**src/rtl/core/kwm_pkg.sv**
```systemverilog
package kwm_pkg;

	localparam int LIST_COUNT  = 8;
	localparam int LIST_DEPTH  = 8;
	localparam int VALUE_W     = 32;
	localparam int ID_W        = 3;
	localparam int LIST_W      = (LIST_COUNT > 1) ? $clog2(LIST_COUNT) : 1;
	localparam int TREE_N      = 1 << LIST_W;
	localparam int POS_W       = $clog2(LIST_DEPTH + 1);
	localparam int ENTRIES     = LIST_COUNT * LIST_DEPTH;
	localparam int ADDR_W      = (ENTRIES > 1) ? $clog2(ENTRIES) : 1;
	localparam int TOTAL_W     = $clog2(ENTRIES + 1);
	localparam int QUEUE_DEPTH = 4;
	localparam int QPTR_W      = $clog2(QUEUE_DEPTH);
	localparam int QCNT_W      = $clog2(QUEUE_DEPTH + 1);

	// command classes handed from front to back
	typedef enum logic [1:0] {
		OP_STORE     = 2'd1,
		OP_END       = 2'd2,
		OP_STORE_END = 2'd3
	} op_t;

	typedef struct packed {
		op_t                       op;
		logic [ID_W-1:0]           list_id;
		logic signed [VALUE_W-1:0] value;
	} cmd_t;

	// element store address of entry pos in list
	function automatic logic [ADDR_W-1:0] row_addr(input logic [LIST_W-1:0] list,
		input logic [POS_W-1:0] pos);
		return ADDR_W'(ADDR_W'(list) * ADDR_W'(LIST_DEPTH) + ADDR_W'(pos));
	endfunction

endpackage

```
**src/rtl/core/kwm_in_if.sv**
```systemverilog
interface kwm_in_if;
	logic                                valid;
	logic                                ready;
	logic signed [kwm_pkg::VALUE_W-1:0]  value;
	logic [kwm_pkg::ID_W-1:0]            list_id;
	logic                                has_value;
	logic                                end_of_set;

	modport source(output valid, value, list_id, has_value, end_of_set, input ready);
	modport sink(input valid, value, list_id, has_value, end_of_set, output ready);
endinterface

```
**src/rtl/core/kwm_out_if.sv**
```systemverilog
interface kwm_out_if;
	logic                                valid;
	logic                                ready;
	logic signed [kwm_pkg::VALUE_W-1:0]  merged_value;
	logic [kwm_pkg::ID_W-1:0]            source_list;
	logic                                last;
	logic                                empty_res;
	logic                                dropped;

	modport source(output valid, merged_value, source_list, last, empty_res, dropped,
		input ready);
	modport sink(input valid, merged_value, source_list, last, empty_res, dropped,
		output ready);
endinterface

```
**src/rtl/core/kwm_front.sv**
```systemverilog
module kwm_front (
	kwm_in_if.sink          item,
	output logic            cmd_valid,
	input  logic            cmd_ready,
	output kwm_pkg::cmd_t   cmd
);

	assign item.ready = cmd_ready;

	// words with neither flag are taken and discarded
	always_comb begin
		cmd.value   = item.value;
		cmd.list_id = item.list_id;
		cmd.op      = kwm_pkg::OP_STORE;
		cmd_valid   = 1'b0;
		unique case ({item.has_value, item.end_of_set})
			2'b10: begin
				cmd.op    = kwm_pkg::OP_STORE;
				cmd_valid = item.valid;
			end
			2'b01: begin
				cmd.op    = kwm_pkg::OP_END;
				cmd_valid = item.valid;
			end
			2'b11: begin
				cmd.op    = kwm_pkg::OP_STORE_END;
				cmd_valid = item.valid;
			end
			default: begin
				cmd_valid = 1'b0;
			end
		endcase
	end

endmodule

```
**src/rtl/core/kwm_queue.sv**
```systemverilog
module kwm_queue (
	input  logic            clk,
	input  logic            arst_n,
	input  logic            push_valid,
	output logic            push_ready,
	input  kwm_pkg::cmd_t   push_data,
	output logic            pop_valid,
	input  logic            pop_ready,
	output kwm_pkg::cmd_t   pop_data
);

	kwm_pkg::cmd_t                  slot_q [kwm_pkg::QUEUE_DEPTH];
	logic [kwm_pkg::QPTR_W-1:0]     wr_ptr_q;
	logic [kwm_pkg::QPTR_W-1:0]     rd_ptr_q;
	logic [kwm_pkg::QCNT_W-1:0]     cnt_q;
	logic                           do_push;
	logic                           do_pop;

	assign push_ready = (cnt_q != kwm_pkg::QCNT_W'(kwm_pkg::QUEUE_DEPTH));
	assign pop_valid  = (cnt_q != '0);
	assign pop_data   = slot_q[rd_ptr_q];
	assign do_push    = push_valid && push_ready;
	assign do_pop     = pop_valid && pop_ready;

	always_ff @(posedge clk) begin
		if (do_push) begin
			slot_q[wr_ptr_q] <= push_data;
		end
	end

	always_ff @(posedge clk or negedge arst_n) begin
		if (!arst_n) begin
			wr_ptr_q <= '0;
			rd_ptr_q <= '0;
			cnt_q    <= '0;
		end else begin
			if (do_push) begin
				wr_ptr_q <= wr_ptr_q + 1'b1;
			end
			if (do_pop) begin
				rd_ptr_q <= rd_ptr_q + 1'b1;
			end
			if (do_push && !do_pop) begin
				cnt_q <= cnt_q + 1'b1;
			end else if (!do_push && do_pop) begin
				cnt_q <= cnt_q - 1'b1;
			end
		end
	end

endmodule

```
**src/rtl/core/kwm_back.sv**
```systemverilog
module kwm_back (
	input  logic            clk,
	input  logic            arst_n,
	input  logic            cmd_valid,
	output logic            cmd_ready,
	input  kwm_pkg::cmd_t   cmd,
	kwm_out_if.source       result
);

	typedef enum logic [5:0] {
		S_IDLE  = 6'b000001,
		S_EMPTY = 6'b000010,
		S_LOAD  = 6'b000100,
		S_LOADW = 6'b001000,
		S_PICK  = 6'b010000,
		S_EMIT  = 6'b100000
	} state_t;

	state_t                                 state_q;
	logic signed [kwm_pkg::VALUE_W-1:0]     mem [kwm_pkg::ENTRIES];
	logic signed [kwm_pkg::VALUE_W-1:0]     rd_data_q;
	logic [kwm_pkg::POS_W-1:0]              fill_q [kwm_pkg::LIST_COUNT];
	logic [kwm_pkg::POS_W-1:0]              pos_q  [kwm_pkg::LIST_COUNT];
	logic signed [kwm_pkg::VALUE_W-1:0]     head_q [kwm_pkg::LIST_COUNT];
	logic                                   ovf_q;
	logic [kwm_pkg::TOTAL_W-1:0]            total_q;
	logic [kwm_pkg::LIST_W-1:0]             idx_q;
	logic                                   ld_vld_s1;
	logic [kwm_pkg::LIST_W-1:0]             ld_idx_s1;
	logic                                   wait_q;
	logic [kwm_pkg::LIST_W-1:0]             best_q;
	logic signed [kwm_pkg::VALUE_W-1:0]     bestval_q;

	logic                                   ov_q;
	logic signed [kwm_pkg::VALUE_W-1:0]     o_value_q;
	logic [kwm_pkg::ID_W-1:0]               o_src_q;
	logic                                   o_last_q;
	logic                                   o_empty_q;
	logic                                   o_drop_q;

	logic                                   pop;
	logic                                   has_store;
	logic                                   has_end;
	logic [kwm_pkg::LIST_W-1:0]             cid;
	logic                                   in_range;
	logic                                   store_ok;
	logic [kwm_pkg::TOTAL_W-1:0]            total_nx;
	logic                                   out_free;
	logic                                   emit_fire;
	logic                                   rd_en;
	logic [kwm_pkg::ADDR_W-1:0]             rd_addr;

	logic                                   nd_v   [2*kwm_pkg::TREE_N];
	logic signed [kwm_pkg::VALUE_W-1:0]     nd_val [2*kwm_pkg::TREE_N];
	logic [kwm_pkg::LIST_W-1:0]             nd_idx [2*kwm_pkg::TREE_N];

	assign cmd_ready = (state_q == S_IDLE);
	assign pop       = cmd_valid && cmd_ready;
	assign has_store = (cmd.op == kwm_pkg::OP_STORE) || (cmd.op == kwm_pkg::OP_STORE_END);
	assign has_end   = (cmd.op == kwm_pkg::OP_END) || (cmd.op == kwm_pkg::OP_STORE_END);
	assign cid       = kwm_pkg::LIST_W'(cmd.list_id);
	assign in_range  = ({1'b0, cmd.list_id} < (kwm_pkg::ID_W + 1)'(kwm_pkg::LIST_COUNT));
	assign store_ok  = pop && has_store && in_range
		&& (fill_q[cid] < kwm_pkg::POS_W'(kwm_pkg::LIST_DEPTH));
	assign total_nx  = total_q + kwm_pkg::TOTAL_W'(store_ok);
	assign out_free  = !ov_q || result.ready;
	assign emit_fire = (state_q == S_EMIT) && !wait_q && out_free;

	// min tree over list heads, lower list wins ties
	always_comb begin
		for (int i = 0; i < kwm_pkg::TREE_N; i++) begin
			if (i < kwm_pkg::LIST_COUNT) begin
				nd_v[kwm_pkg::TREE_N+i]   = (pos_q[i] < fill_q[i]);
				nd_val[kwm_pkg::TREE_N+i] = head_q[i];
			end else begin
				nd_v[kwm_pkg::TREE_N+i]   = 1'b0;
				nd_val[kwm_pkg::TREE_N+i] = '0;
			end
			nd_idx[kwm_pkg::TREE_N+i] = kwm_pkg::LIST_W'(i);
		end
		nd_v[0]   = 1'b0;
		nd_val[0] = '0;
		nd_idx[0] = '0;
		for (int k = kwm_pkg::TREE_N - 1; k >= 1; k--) begin
			if (nd_v[2*k+1] && (!nd_v[2*k] || (nd_val[2*k+1] < nd_val[2*k]))) begin
				nd_v[k]   = 1'b1;
				nd_val[k] = nd_val[2*k+1];
				nd_idx[k] = nd_idx[2*k+1];
			end else begin
				nd_v[k]   = nd_v[2*k];
				nd_val[k] = nd_val[2*k];
				nd_idx[k] = nd_idx[2*k];
			end
		end
	end

	always_comb begin
		rd_en   = 1'b0;
		rd_addr = kwm_pkg::row_addr(best_q, pos_q[best_q] + 1'b1);
		if (state_q == S_LOAD) begin
			rd_en   = 1'b1;
			rd_addr = kwm_pkg::row_addr(idx_q, '0);
		end else if (emit_fire) begin
			rd_en = 1'b1;
		end
	end

	// element store: one write, one registered read
	always_ff @(posedge clk) begin
		if (store_ok) begin
			mem[kwm_pkg::row_addr(cid, fill_q[cid])] <= cmd.value;
		end
		if (rd_en) begin
			rd_data_q <= mem[rd_addr];
		end
	end

	// datapath registers
	always_ff @(posedge clk) begin
		ld_idx_s1 <= idx_q;
		if (ld_vld_s1) begin
			head_q[ld_idx_s1] <= rd_data_q;
		end else if (wait_q) begin
			head_q[best_q] <= rd_data_q;
		end
		if (state_q == S_PICK) begin
			best_q    <= nd_idx[1];
			bestval_q <= nd_val[1];
		end
		if (state_q == S_EMPTY && out_free) begin
			o_value_q <= '0;
			o_src_q   <= '0;
			o_last_q  <= 1'b1;
			o_empty_q <= 1'b1;
			o_drop_q  <= ovf_q;
		end else if (emit_fire) begin
			o_value_q <= bestval_q;
			o_src_q   <= kwm_pkg::ID_W'(best_q);
			o_last_q  <= (total_q == kwm_pkg::TOTAL_W'(1));
			o_empty_q <= 1'b0;
			o_drop_q  <= ovf_q;
		end
	end

	always_ff @(posedge clk or negedge arst_n) begin
		if (!arst_n) begin
			state_q   <= S_IDLE;
			ovf_q     <= 1'b0;
			total_q   <= '0;
			idx_q     <= '0;
			ld_vld_s1 <= 1'b0;
			wait_q    <= 1'b0;
			ov_q      <= 1'b0;
			for (int i = 0; i < kwm_pkg::LIST_COUNT; i++) begin
				fill_q[i] <= '0;
				pos_q[i]  <= '0;
			end
		end else begin
			ld_vld_s1 <= (state_q == S_LOAD);
			// a head refill follows each emitted word but the last
			wait_q    <= emit_fire && (total_q != kwm_pkg::TOTAL_W'(1));
			if (emit_fire || (state_q == S_EMPTY && out_free)) begin
				ov_q <= 1'b1;
			end else if (result.ready) begin
				ov_q <= 1'b0;
			end
			unique case (state_q)
				S_IDLE: begin
					if (pop) begin
						if (store_ok) begin
							fill_q[cid] <= fill_q[cid] + 1'b1;
						end else if (has_store) begin
							ovf_q <= 1'b1;
						end
						total_q <= total_nx;
						if (has_end) begin
							idx_q   <= '0;
							state_q <= (total_nx == '0) ? S_EMPTY : S_LOAD;
						end
					end
				end
				S_EMPTY: begin
					if (out_free) begin
						ovf_q   <= 1'b0;
						state_q <= S_IDLE;
					end
				end
				S_LOAD: begin
					idx_q <= idx_q + 1'b1;
					if (idx_q == kwm_pkg::LIST_W'(kwm_pkg::LIST_COUNT - 1)) begin
						state_q <= S_LOADW;
					end
				end
				S_LOADW: begin
					state_q <= S_PICK;
				end
				S_PICK: begin
					state_q <= S_EMIT;
				end
				S_EMIT: begin
					if (emit_fire) begin
						total_q <= total_q - 1'b1;
						if (total_q == kwm_pkg::TOTAL_W'(1)) begin
							ovf_q   <= 1'b0;
							state_q <= S_IDLE;
							for (int i = 0; i < kwm_pkg::LIST_COUNT; i++) begin
								fill_q[i] <= '0;
								pos_q[i]  <= '0;
							end
						end else begin
							pos_q[best_q] <= pos_q[best_q] + 1'b1;
						end
					end else if (wait_q) begin
						state_q <= S_PICK;
					end
				end
				default: begin
					state_q <= S_IDLE;
				end
			endcase
		end
	end

	assign result.valid        = ov_q;
	assign result.merged_value = o_value_q;
	assign result.source_list  = o_src_q;
	assign result.last         = o_last_q;
	assign result.empty_res    = o_empty_q;
	assign result.dropped      = o_drop_q;

endmodule

```
**src/rtl/core/k_way_sorted_merge.sv**
```systemverilog
// Start: with the queue empty, the first merged word follows the end word through the
//   queue, head loads, load drain, pick and emit; an empty result via the empty state.
// Throughput: one element word per cycle while the queue has room; in a merge each
//   result takes a pick, an emit and a head refill via the single store read port.
// Reset: arst_n clears all list counts, read positions, the drop flag, the queue and
//   the output valid flag at once; the element store itself is not cleared.
module k_way_sorted_merge (
	input  logic        clk,
	input  logic        arst_n,
	kwm_in_if.sink      item,
	kwm_out_if.source   result
);

	// front: classify words (store / end / both), drop no-op words
	logic             f_valid;
	logic             f_ready;
	kwm_pkg::cmd_t    f_cmd;

	// back side of the command queue
	logic             b_valid;
	logic             b_ready;
	kwm_pkg::cmd_t    b_cmd;

	kwm_front u_front (
		.item      (item),
		.cmd_valid (f_valid),
		.cmd_ready (f_ready),
		.cmd       (f_cmd)
	);

	// short queue lets loading continue while the merge engine is busy
	kwm_queue u_queue (
		.clk        (clk),
		.arst_n     (arst_n),
		.push_valid (f_valid),
		.push_ready (f_ready),
		.push_data  (f_cmd),
		.pop_valid  (b_valid),
		.pop_ready  (b_ready),
		.pop_data   (b_cmd)
	);

	// back: per-list store, head registers, min tree, registered output
	kwm_back u_back (
		.clk       (clk),
		.arst_n    (arst_n),
		.cmd_valid (b_valid),
		.cmd_ready (b_ready),
		.cmd       (b_cmd),
		.result    (result)
	);

endmodule
```
**src/flat_wrapper.sv**
```systemverilog
// flat-port wrapper written by rule: the top's interface ports become plain ports
module k_way_sorted_merge_flat 
  (clk, arst_n, item_valid, item_value, item_list_id, item_has_value, item_end_of_set, item_ready, result_valid, result_merged_value, result_source_list, result_last, result_empty_res, result_dropped, result_ready);
  kwm_in_if item_i ();
  kwm_out_if result_i ();
  input  logic clk;
  input  logic arst_n;
  input wire logic [$bits(item_i.valid)-1:0] item_valid;
  input wire logic [$bits(item_i.value)-1:0] item_value;
  input wire logic [$bits(item_i.list_id)-1:0] item_list_id;
  input wire logic [$bits(item_i.has_value)-1:0] item_has_value;
  input wire logic [$bits(item_i.end_of_set)-1:0] item_end_of_set;
  output wire logic [$bits(item_i.ready)-1:0] item_ready;
  output wire logic [$bits(result_i.valid)-1:0] result_valid;
  output wire logic [$bits(result_i.merged_value)-1:0] result_merged_value;
  output wire logic [$bits(result_i.source_list)-1:0] result_source_list;
  output wire logic [$bits(result_i.last)-1:0] result_last;
  output wire logic [$bits(result_i.empty_res)-1:0] result_empty_res;
  output wire logic [$bits(result_i.dropped)-1:0] result_dropped;
  input wire logic [$bits(result_i.ready)-1:0] result_ready;
  assign item_i.valid = item_valid;
  assign item_i.value = item_value;
  assign item_i.list_id = item_list_id;
  assign item_i.has_value = item_has_value;
  assign item_i.end_of_set = item_end_of_set;
  assign item_ready = item_i.ready;
  assign result_valid = result_i.valid;
  assign result_merged_value = result_i.merged_value;
  assign result_source_list = result_i.source_list;
  assign result_last = result_i.last;
  assign result_empty_res = result_i.empty_res;
  assign result_dropped = result_i.dropped;
  assign result_i.ready = result_ready;
  k_way_sorted_merge u_core (.clk(clk), .arst_n(arst_n), .item(item_i), .result(result_i));
endmodule
```
**config.mk**
```make
export PLATFORM = sky130hd
export DESIGN_NAME = k_way_sorted_merge_flat
export DESIGN_NICKNAME = d
export VERILOG_FILES = /design/src/rtl/core/kwm_pkg.sv /design/src/rtl/core/kwm_in_if.sv /design/src/rtl/core/kwm_out_if.sv /design/src/rtl/core/kwm_front.sv /design/src/rtl/core/kwm_queue.sv /design/src/rtl/core/kwm_back.sv /design/src/rtl/core/k_way_sorted_merge.sv /design/src/flat_wrapper.sv
export SDC_FILE = /design/constraint.sdc
export NUM_CORES = 2
export LEC_CHECK = 0
export BUFFER_PORTS_ARGS = -buffer_cell sky130_fd_sc_hd__buf_2
export CORE_UTILIZATION = 55
export CTS_CLUSTER_SIZE = 16
export DETAILED_ROUTE_END_ITERATION = 16
export GPL_TIMING_DRIVEN = 0
export PLACE_DENSITY_LB_ADDON = 0.2
export SLEW_MARGIN = 20
export SYNTH_ARGS = -nofsm -noshare
export SYNTH_HDL_FRONTEND = slang
export SYNTH_SLANG_ARGS = --single-unit
```
**constraint.sdc**
```tcl
create_clock -name clk -period 12.65 [get_ports clk]
set_input_delay 1.265 -clock clk [delete_from_list [all_inputs] [get_ports clk]]
set_output_delay 1.265 -clock clk [all_outputs]
set_load 0.01 [all_outputs]
```
==> metrics.md <==
| Metric | Value |
|---|---|
| Pint | between 15000 and 20000 uW |
| Largest net degree at the start of global routing | 65 |
| Share of power burned in registers | between 30 and 40% |
| Initial Util | 55.6% |
| CP Class | flop to flop |
| Inserted Clock Buffers | between 200 and 300 |
| All-layer global routing usage | a little under a third |
| Die W | between 400 and 500 um |
| Sw power | roughly 13000 uW |
| Top delay family on crit path | compound AO/OA/AOI/OAI gates |
| CTS tree | yes |
| Hold/Removal Path Class | input port to asynchronous set/reset pin |
| Power, Total | 32600 uW |
| Wire per inst | around 28 um |
| Multi-input gate area | 0.0306 sq mm |
| Total congestion overflow | 0 |
| IO Pins | 81 |
| Post-synthesis cell count | roughly 8300 |
| Post-Syn Area | ~0.11 sq mm |
| Cell repeated most along the worst path | a21o_1 |
| Comb pwr share | about two fifths |
| Core area | 0.201 sq mm |
| Final Hold Fails | 0 |
| Initial antenna violation count | 19 |
| Post-route cell area | 0.128 sq mm |
| Relative slew slack | between 10% and 20% |
| Reg clk slew, reported paths | about 0.06 ns |
| Sequential area share after synthesis | 70.6% |
| Yosys top cell area share | between 60% and 70% |
| CTS Root Cell | clkbuf_16 |
| Register area | 0.0788 sq mm |
| Clock Skews | 0.0523 ns |
| RSZ-0062 raised after global routing | no |
| Worst Tran Pin Value | around 1.3 ns |
| Number of synthesized flops with an enable pin | 2520 |
| Die Area | around 0.20 sq mm |
| Cell accounting for the most synthesized area | edfxtp_1 |
| I/O Buffers | 80 |
| Leak pwr | ~0.044 uW |
| Initial DRC Count | between 9000 and 10000 |
| Achievable frequency | ~0.097 GHz |
| Vias in the first global route | just over 70000 |
| Final net count | approximately 9000 |
| # DRC | 0 |
| Syn_nets | approximately 8600 |
| Final GP Congestion | slightly below 1 |
| ANT nets after route | 0 |
| Crit path required time | 13.27 ns |
| Initial DRT Pass Iterations | 6 |
| #FFs+latches synth | ~2700 |
| Synth warn | 0 |
| Min Tclk post-route | 10.30 ns |
| Synthesized area per cell | between 10 and 15 sq um |
| WP buf/inv | 5 |
| Slowest cell on the critical path | nor3_1 |
| Main synth FF type | edfxtp_1 |
| Hold buffers post-CTS | 0 |
| Slew Viols, Final | 0 |
| Synth async-reset ratio | 3.43% |
| H-tree levels | 5 |
| DP Area | between 0.1 and 0.15 sq mm |
| PwrDens | about 260 mW/mm^2 |
| Final setup TNS | 0 ns |
| Layout Cells excl Fill | about 12000 |
| Synth top area cells | edfxtp_1, nand2_1, mux2i_1, a211oi_1, ha_1 |
| Worst Hold Slack | 0.288 ns |
| Post CTS Setup Buffer Count | 0 |
| CP max FO | 10 |
| Final HPWL DP | approximately 240000 um |
| Placed cell count | about 11000 |
| Clk Latency, worst-skew pair | ~0.93 ns |
| Synth-to-layout area growth | 14.4% |
| Clock Tree Buf Depth | 4 |
| Layout cells sized above 1 | 9.74% |
| CP Launch Type | flop |
| Status | finished clean |
| Synth cell types | just under 80 |
| CTS resizes | 0 |
| Die Height | roughly 450 um |
| Vias per std cell | 6.25 |
| First-pass GRT wire length | approximately 470000 um |
| Sinks on Clock Net | roughly 2700 |
| Slowest stage delay, CP | 0.69 ns |
| Worst vdd ir | approximately 0.21 mV |
| Max cap viols | 0 |
| Fillers | 14600 |
| Crit end category | flop |
| Setup violations, final | 0 |
| Sw Ratio | between 40% and 50% |
| Cell row count | 164 |
| Vias after detailed routing | ~73000 |
| Total Routed Length | ~330000 um |
| Clock group share of total power | around 25% |
| CP arrival | approximately 11 ns |
| Tcrit/Tclk final | between 80% and 90% |
==> power groups by stage <==
stage	combinational [uW]	sequential [uW]	clock [uW]
finish	12700	11700	8090
global route	13200	11800	8450
CTS	12400	11700	8130
detailed placement	12300	11900	0
global placement	11400	12000	0
floorplan	6230	11800	0
==> per-layer routing <==
| metal | track usage [%] | part of all wire (%) | wire [um] |
|---|---|---|---|
| met3 | 7.02 | 10 | 33800 |
| met2 | 50.8 | 46 | 154000 |
| met4 | 14.1 | 4.7 | 15500 |
| met5 | 0 | 0.0082 | 27 |
| met1 | 42.5 | 39 | 128000 |
==> synthesized netlist by cell type (4+ instances only) <==
cell,instances
mux4_2,40
a21oi_1,232
nor2_1,614
inv_1,272
o21ai_1,30
or3_1,7
ha_1,258
a311oi_1,159
nand4_1,39
dfrtp_1,90
buf_4,6
edfxtp_1,2520
o2111ai_1,4
a21o_1,31
xnor2_1,11
dfxtp_1,40
nor4_1,12
and2_1,15
mux2i_1,386
nand2_1,1383
nor3_1,28
a31oi_1,73
o2bb2ai_1,5
a211oi_1,461
nand3_1,620
o32ai_1,31
buf_2,91
mux2_2,20
nor2b_1,19
a221o_1,33
nand3b_1,7
o21a_1,7
a221oi_1,7
nand2b_1,20
o22ai_1,27
a2111oi_0,5
a22oi_1,9
and3_1,9
xor2_1,11
o21ai_0,218
buf_1,35
mux2_1,18
buf_6,5
clkbuf_1,373
o211ai_1,10
==> sequential cells by signal (all words and copies together) (netlist names), 2 cells and up <==
register and flops:
u_core.u_back.best_q 3, u_core.u_back.bestval_q 32, u_core.u_back.fill_q 32, u_core.u_back.head_q 256, u_core.u_back.idx_q 3, u_core.u_back.ld_idx_s1 3, u_core.u_back.mem 2048, u_core.u_back.pos_q 32
u_core.u_back.rd_data_q 32, u_core.u_back.result.merged_value 32, u_core.u_back.result.source_list 3, u_core.u_back.state_q 6, u_core.u_back.total_q 7, u_core.u_queue.cnt_q 3, u_core.u_queue.rd_ptr_q 2, u_core.u_queue.slot_q 148
u_core.u_queue.wr_ptr_q 2
==> cells in the final DEF, fill, tap and decap left out, drive strengths merged, types with 90 or more instances in the layout <==
master and instances:
o21ai 248, nand2 1383, a21oi 233, inv 278, ha 258, buf 337, clkinv 98, clkbuf 727
mux2i 386, a211oi 462, a311oi 160, edfxtp 2520, nor2 614, nand3 621, dfrtp 90
==> cell families (layout without fill, tap and decap cells) <==
kind of cell | after synthesis | in the layout | share of synthesized area, %
simple gates | 2792 | 2792 | 10.5
flops | 2651 | 2651 | 70.6
compound gates | 1372 | 1372 | 8.41
buf+inv | 784 | 1472 | 2.79
mux | 464 | 464 | 4.65
fa+ha+maj | 259 | 259 | 2.91
xor+xnor | 22 | 22 | 0.173
other cells | 0 | 10 | 0
==> path summary, 6_finish.rpt <==
path | start | to | slack [ns] | cells past startpoint
min in group clk | u_core.u_back.result.empty_res | u_core.u_back.result.empty_res | 0.45 | 1
min | arst_n | u_core.u_queue.rd_ptr_q[1] | 0.29 | 1
max | u_core.u_back.head_q[1][31] | u_core.u_back.bestval_q[21] | 2.35 | 35
max reg2reg | u_core.u_back.head_q[1][31] | u_core.u_back.bestval_q[21] | 2.35 | 35
max in group asynchronous | arst_n | u_core.u_back.state_q[0] | 11.73 | 2
min reg2reg | u_core.u_back.result.empty_res | u_core.u_back.result.empty_res | 0.45 | 1
==> worst reg2reg max path, delay by kind of cell (launching register included) <==
kind            cells  cell delay, ns
compound gates     15            4.21
simple gates        8            1.93
buf+inv             5            1.16
fa+ha+maj           3            1.11
mux                 3            1.05
flops               1            0.39
xor+xnor            1            0.13
==> stage by stage <==
stage	util, %	setup slack [ns]
final	63.6	2.35
after global routing	63.6	1.65
after CTS	63.6	2.26
after detailed placement	59.2	2.34
after global placement	57.5	2.24
after floorplan	-	4.93
==> cell type report <==
class / instances / share of cell area [%]
Sequential cell: 2651 / 61.7
Multi-Input combinational cell: 4909 / 23.9
Clock buffer: 354 / 5.94
Tap cell: 2656 / 2.60
Timing Repair Buffer: 200 / 2.40
Buffer: 510 / 1.65
Clock inverter: 134 / 0.983
Inverter: 274 / 0.805
Antenna cell: 10 / 0.0196
(Power assumes the default switching activity.)
